===== config.mk =====
export PLATFORM = sky130hd
export DESIGN_NAME = rluc_ctrl
export DESIGN_NICKNAME = d
export VERILOG_FILES = /design/src/hdl/rluc_pkg.sv /design/src/hdl/rluc_ctrl.sv
export SDC_FILE = /design/constraint.sdc
export NUM_CORES = 1
export LEC_CHECK = 0
export BUFFER_PORTS_ARGS = -buffer_cell sky130_fd_sc_hd__buf_2
export CAP_MARGIN = 5
export CORE_AREA = 8 8 45 47
export CTS_BUF_LIST = sky130_fd_sc_hd__clkbuf_16
export CTS_CLUSTER_SIZE = 40
export DETAILED_ROUTE_END_ITERATION = 10
export DIE_AREA = 0 0 53 55
export PLACE_DENSITY = 0.85
export SETUP_SLACK_MARGIN = 0.02
export SYNTH_ARGS = -nofsm -noshare
export SYNTH_HDL_FRONTEND = slang
export SYNTH_SLANG_ARGS = --single-unit

===== constraint.sdc =====
create_clock -name clk_i -period 1.86 [get_ports clk_i]
set_clock_uncertainty 0.15 [all_clocks]
set_input_delay 0.093 -clock clk_i [delete_from_list [all_inputs] [get_ports clk_i]]
set_output_delay 0.093 -clock clk_i [all_outputs]
set_load 0.03 [all_outputs]

===== src/hdl/rluc_pkg.sv =====
package rluc_pkg;

  // Bitmap capacity and derived widths
  localparam int WINDOW_MAX = 4096;
  localparam int IDX_W      = $clog2(WINDOW_MAX);
  localparam int CNT_W      = IDX_W + 1;
  localparam int VALUE_BITS = 32;

  // Character codes of the range list
  localparam logic [7:0] CH_ZERO   = 8'h30;
  localparam logic [7:0] CH_NINE   = 8'h39;
  localparam logic [7:0] CH_HYPHEN = 8'h2D;
  localparam logic [7:0] CH_COMMA  = 8'h2C;
  localparam logic [7:0] CH_SPACE  = 8'h20;
  localparam logic [7:0] CH_NL     = 8'h0A;

  // Item operation codes
  typedef enum logic [1:0] {
    OP_BEGIN = 2'd0,
    OP_CHAR  = 2'd1,
    OP_END   = 2'd2
  } rluc_op_e;

  // Controller states
  typedef enum logic [3:0] {
    ST_SETUP,
    ST_CLEAR,
    ST_IDLE,
    ST_CLIP,
    ST_MARK_SETUP,
    ST_MARK,
    ST_CNT_SETUP,
    ST_COUNT,
    ST_COUNT_TAIL,
    ST_EMIT
  } rluc_state_e;

  // Input transaction
  typedef struct packed {
    logic [1:0]            op;
    logic [7:0]            ch;
    logic [VALUE_BITS-1:0] window_low;
    logic [VALUE_BITS-1:0] window_high;
  } rluc_in_t;

  // Result transaction
  typedef struct packed {
    logic [VALUE_BITS-1:0] unread_count;
    logic                  window_too_wide;
  } rluc_out_t;

  // Commands from controller to datapath
  typedef struct packed {
    logic load_win;
    logic setup;
    logic take_char;
    logic clip;
    logic mark_setup;
    logic cnt_start;
    logic clear_parser;
    logic mem_clr;
    logic mem_mark;
    logic mem_rd;
    logic load_out;
  } rluc_cmd_t;

  // Status from datapath to controller
  typedef struct packed {
    logic fits;
    logic seg_open;
    logic is_delim;
    logic mark_ok;
    logic sweep_needed;
    logic at_last;
    logic out_free;
  } rluc_status_t;

endpackage


===== src/hdl/rluc_ctrl.sv =====
module rluc_ctrl (
  input  logic                   clk_i,
  input  logic                   rst_ni,
  input  logic                   in_valid_i,
  input  logic [1:0]             in_op_i,
  input  rluc_pkg::rluc_status_t status_i,
  output rluc_pkg::rluc_cmd_t    cmd_o,
  output logic                   in_stall_o
);

  rluc_pkg::rluc_state_e state_q, state_d;
  logic                  end_pend_q, end_pend_d;
  logic                  accept;

  assign in_stall_o = (state_q != rluc_pkg::ST_IDLE);
  assign accept     = in_valid_i && (state_q == rluc_pkg::ST_IDLE);

  // Hold state; reset enters window setup so that entry 0 is cleared
  always_ff @(posedge clk_i or negedge rst_ni) begin
    if (!rst_ni) begin
      state_q    <= rluc_pkg::ST_SETUP;
      end_pend_q <= 1'b0;
    end else begin
      state_q    <= state_d;
      end_pend_q <= end_pend_d;
    end
  end

  // Next state
  always_comb begin
    state_d    = state_q;
    end_pend_d = end_pend_q;
    unique case (state_q)
      rluc_pkg::ST_SETUP: state_d = rluc_pkg::ST_CLEAR;
      rluc_pkg::ST_CLEAR: begin
        if (!status_i.fits || status_i.at_last) state_d = rluc_pkg::ST_IDLE;
      end
      rluc_pkg::ST_IDLE: begin
        if (accept) begin
          case (in_op_i)
            rluc_pkg::OP_BEGIN: state_d = rluc_pkg::ST_SETUP;
            rluc_pkg::OP_CHAR: begin
              end_pend_d = 1'b0;
              if (status_i.is_delim) state_d = rluc_pkg::ST_CLIP;
            end
            rluc_pkg::OP_END: begin
              end_pend_d = 1'b1;
              state_d = status_i.seg_open ? rluc_pkg::ST_CLIP : rluc_pkg::ST_CNT_SETUP;
            end
            default: state_d = rluc_pkg::ST_IDLE;
          endcase
        end
      end
      rluc_pkg::ST_CLIP: state_d = rluc_pkg::ST_MARK_SETUP;
      rluc_pkg::ST_MARK_SETUP: begin
        if (status_i.mark_ok) begin
          state_d = rluc_pkg::ST_MARK;
        end else begin
          state_d = end_pend_q ? rluc_pkg::ST_CNT_SETUP : rluc_pkg::ST_IDLE;
        end
      end
      rluc_pkg::ST_MARK: begin
        if (status_i.at_last) begin
          state_d = end_pend_q ? rluc_pkg::ST_CNT_SETUP : rluc_pkg::ST_IDLE;
        end
      end
      rluc_pkg::ST_CNT_SETUP: begin
        state_d = status_i.sweep_needed ? rluc_pkg::ST_COUNT : rluc_pkg::ST_EMIT;
      end
      rluc_pkg::ST_COUNT: begin
        if (status_i.at_last) state_d = rluc_pkg::ST_COUNT_TAIL;
      end
      rluc_pkg::ST_COUNT_TAIL: state_d = rluc_pkg::ST_EMIT;
      rluc_pkg::ST_EMIT: begin
        if (status_i.out_free) state_d = rluc_pkg::ST_IDLE;
      end
      default: state_d = rluc_pkg::ST_IDLE;
    endcase
  end

  // Commands
  always_comb begin
    cmd_o = '0;
    unique case (state_q)
      rluc_pkg::ST_SETUP: cmd_o.setup = 1'b1;
      rluc_pkg::ST_CLEAR: cmd_o.mem_clr = status_i.fits;
      rluc_pkg::ST_IDLE: begin
        if (accept) begin
          case (in_op_i)
            rluc_pkg::OP_BEGIN: begin
              cmd_o.load_win     = 1'b1;
              cmd_o.clear_parser = 1'b1;
            end
            rluc_pkg::OP_CHAR: cmd_o.take_char = 1'b1;
            default: cmd_o = '0;
          endcase
        end
      end
      rluc_pkg::ST_CLIP: cmd_o.clip = 1'b1;
      rluc_pkg::ST_MARK_SETUP: begin
        cmd_o.mark_setup   = 1'b1;
        cmd_o.clear_parser = 1'b1;
      end
      rluc_pkg::ST_MARK: cmd_o.mem_mark = 1'b1;
      rluc_pkg::ST_CNT_SETUP: begin
        cmd_o.cnt_start    = 1'b1;
        cmd_o.clear_parser = 1'b1;
      end
      rluc_pkg::ST_COUNT: cmd_o.mem_rd = 1'b1;
      rluc_pkg::ST_COUNT_TAIL: cmd_o = '0;
      rluc_pkg::ST_EMIT: cmd_o.load_out = status_i.out_free;
      default: cmd_o = '0;
    endcase
  end

endmodule


==> impl_metrics.env <==
export IMPL_cp_max_fo=6
export IMPL_ir_drop_uv=950
export IMPL_wirelength_um=1650
export IMPL_die_y_um=55
export IMPL_synth_top_area_cell="dfrtp_1"
export IMPL_slew_violations=0
export IMPL_synth_cells=73
export IMPL_ys_top_cells_by_area="dfrtp_1 21%, ha_1 8.4%, nor2_1 4.4%"
export IMPL_drt_first_pass_iters=4
export IMPL_cp_data_required_time_ns=1.62
export IMPL_synth_seq_cells=5
export IMPL_coreArea_mm2=0.00138
export IMPL_cts_path_max_buffers=2
export IMPL_post_drt_wl_per_cell_um=13.7
export IMPL_place_ws_ns=0.199
export IMPL_p_leak_nw=0.452
export IMPL_top_layer="met4"
export IMPL_clock_sinks=5
export IMPL_min_period_ns=1.76
export IMPL_power_density_mw_per_mm2=1660
export IMPL_worst_slack_ns=0.0986
export IMPL_slew_headroom_pct=77.4
export IMPL_drv_cap=0
export IMPL_rsz0062_at_grt="no"
export IMPL_synth_edff_count=0
export IMPL_crit_chain="nor4b_4, buf_4, and3_1, buf_2"
export IMPL_postRouteAntennaNets=0
export IMPL_clockRootBuffer="clkbuf_16"
export IMPL_wl_met3_um=87
export IMPL_critPathKind="flip-flop to primary output"
export IMPL_io_pins=24
export IMPL_critPathSlowestCell="dfrtp_2"
export IMPL_nNetsFinal=121
export IMPL_antenna_found_initial=0
export IMPL_synth_ff_type="dfrtp_1"
export IMPL_async_flop_share_pct=100
export IMPL_die_w_um=53
export IMPL_grt_pass1_vias=671
export IMPL_fin_setup_tns_ns=0
export IMPL_synthDistinctLibCells=33
export IMPL_htree_levels=1
export IMPL_drc_errors=0
export IMPL_layout_drive_gt1_share_pct=39.4
export IMPL_routabilityCongestion=0.841
export IMPL_numCtsBuffers=3
export IMPL_vias=645
export IMPL_area_growth_pct=46.0
export IMPL_grt_pass1_wl_um=2800
export IMPL_hold_viol_final=0
export IMPL_finalCritPeriodShare_pct=94.7
export IMPL_ys_seq_area_share_pct=21.1
export IMPL_syn_nets=89
export IMPL_synth_area_um2=593
export IMPL_max_freq_mhz=568
export IMPL_port_buffer_count=23
export IMPL_grt_max_degree=15
export IMPL_cpPeakStageDelay_ns=0.43
export IMPL_synth_top_cell_area_share_pct=21.1
export IMPL_syn_mean_instance_area_um2=8.12
export IMPL_yosys_top_cells_count="7 x nor2_1, 6 x inv_1, 5 x buf_2, 5 x dfrtp_1"
export IMPL_dp_hpwl_um=1290
export IMPL_globalRouteTotalUtil_pct=12.6
export IMPL_num_antenna_cells=0
export IMPL_clk_pin_slew_ns=0.03
export IMPL_worst_pin_slew_ns=0.338
export IMPL_startpoint_type="flip-flop"
export IMPL_gr_total_overflow=0
export IMPL_synth_most_common_cell="nor2_1"
export IMPL_dieArea_mm2=0.00292
export IMPL_wl_met1_um=688
export IMPL_setup_viol=0
export IMPL_cp_data_arrival_time_ns=1.52
export IMPL_hp_class="primary input to async pin"
export IMPL_yosysWarnings=0
export IMPL_start_util_pct=42.9
export IMPL_nFillCells=124
export IMPL_met2_wirelength_um=850
export IMPL_cts_tree="built"
export IMPL_status="finished, final reports clean"
export IMPL_end_kind="primary output"
export IMPL_worst_skew_pair_late_latency_ns=0.22
export IMPL_drt_iter0_drc=12
export IMPL_vias_per_cell=5.38
export IMPL_rows=14
## kinds of logic after synthesis
kind of cell,after synthesis,synth area share (%)
adder cells (fa/ha/maj),4,8.44
AO/OA/AOI/OAI,17,22.2
AND/OR/NAND/NOR,35,37.8
multiplexers,1,2.53
flip-flops,5,21.1
buffers and inverters,11,8.02
## sequential cells by signal, indices dropped and copies added, names as in the netlist
signal      flops
end_pend_q      1
state_q         4
## what timing repair did
item	4_1_cts	5_1_grt
gates cloned	0	0
endpoints found under the hold margin	6	0
setup buffers	2	0
gates resized for setup	0	4
setup endpoints to repair	1	3
hold buffers	2	0
pin swaps	1	1
## path summary, 6_finish.rpt
check                                         end  slack, ns  cells after the start                    from
setup / recovery                         cmd_o[8]        0.1                      4  state_q[2]$_DFFE_PN0P_
hold / removal             state_q[1]$_DFFE_PN0P_       0.06                      2                  rst_ni
min in group clk_i         end_pend_q$_DFFE_PN0P_       0.08                      3              in_valid_i
setup reg to reg           end_pend_q$_DFFE_PN0P_       0.16                      5  state_q[2]$_DFFE_PN0P_
max in group asynchronous  state_q[2]$_DFFE_PN0P_       1.36                      2                  rst_ni
hold reg to reg            end_pend_q$_DFFE_PN0P_       0.37                      1  end_pend_q$_DFFE_PN0P_
## layout make-up
cell class	instances	area [um^2]	share of cell area, %
flip-flops and latches	5	128	14.7
clock inverters	1	3.75	0.434
well taps	16	20.0	2.31
multi-input cells	57	427	49.3
inverters	6	22.5	2.60
clock buffers	3	75.1	8.67
repair buffers	32	190	22.0
## worst max-delay path, delay by kind of cell (launching register included)
family                 cells  cell delay, ns
and+or+nand+nor            2            0.49
buffers and inverters      2            0.36
DFF                        1            0.43
## metrics by stage
step | util [%] | power (mW) | instances | hold WS, ns | area [um^2]
finish | 62.6 | 1.44 | 120 | 0.0577 | 866
global route | 62.6 | 1.55 | 120 | 0.0800 | 866
CTS | 62.2 | 1.43 | 120 | 0.0554 | 861
detailed placement | 54.0 | 1.05 | 112 | -0.241 | 747
global placement | 54.0 | 1.03 | 112 | -0.241 | 747
floorplan | - | 0.828 | 73 | -0.353 | 599
## cells in the final DEF, fill, tap and decap left out, drive strengths merged, types with 2 or more instances in the layout
master,n
and2b,2
buf,30
ha,4
nor4b,2
dlygate4sd3,2
a21oi,2
nor3,3
nand3b,3
nand3,2
o21ai,4
clkbuf,3
nor3b,2
nor2b,4
nor2,7
and3,3
inv,7
dfrtp,5
nand2b,3
nand2,2
## metal layers
metal	global-route usage [%]	up-vias
met3	4.28	2
met5	0	-
met1	13.7	298
li1	-	326
met2	21.7	19
met4	6.03	0
## power by group
part | internal [mW] | switching [mW] | leakage [nW]
clock | 0.278 | 0.0652 | 0.0423
sequential | 0.160 | 0.0652 | 0.0610
combinational | 0.372 | 0.496 | 0.349
total | 0.810 | 0.626 | 0.452
Power figures use the tool's default switching activity.
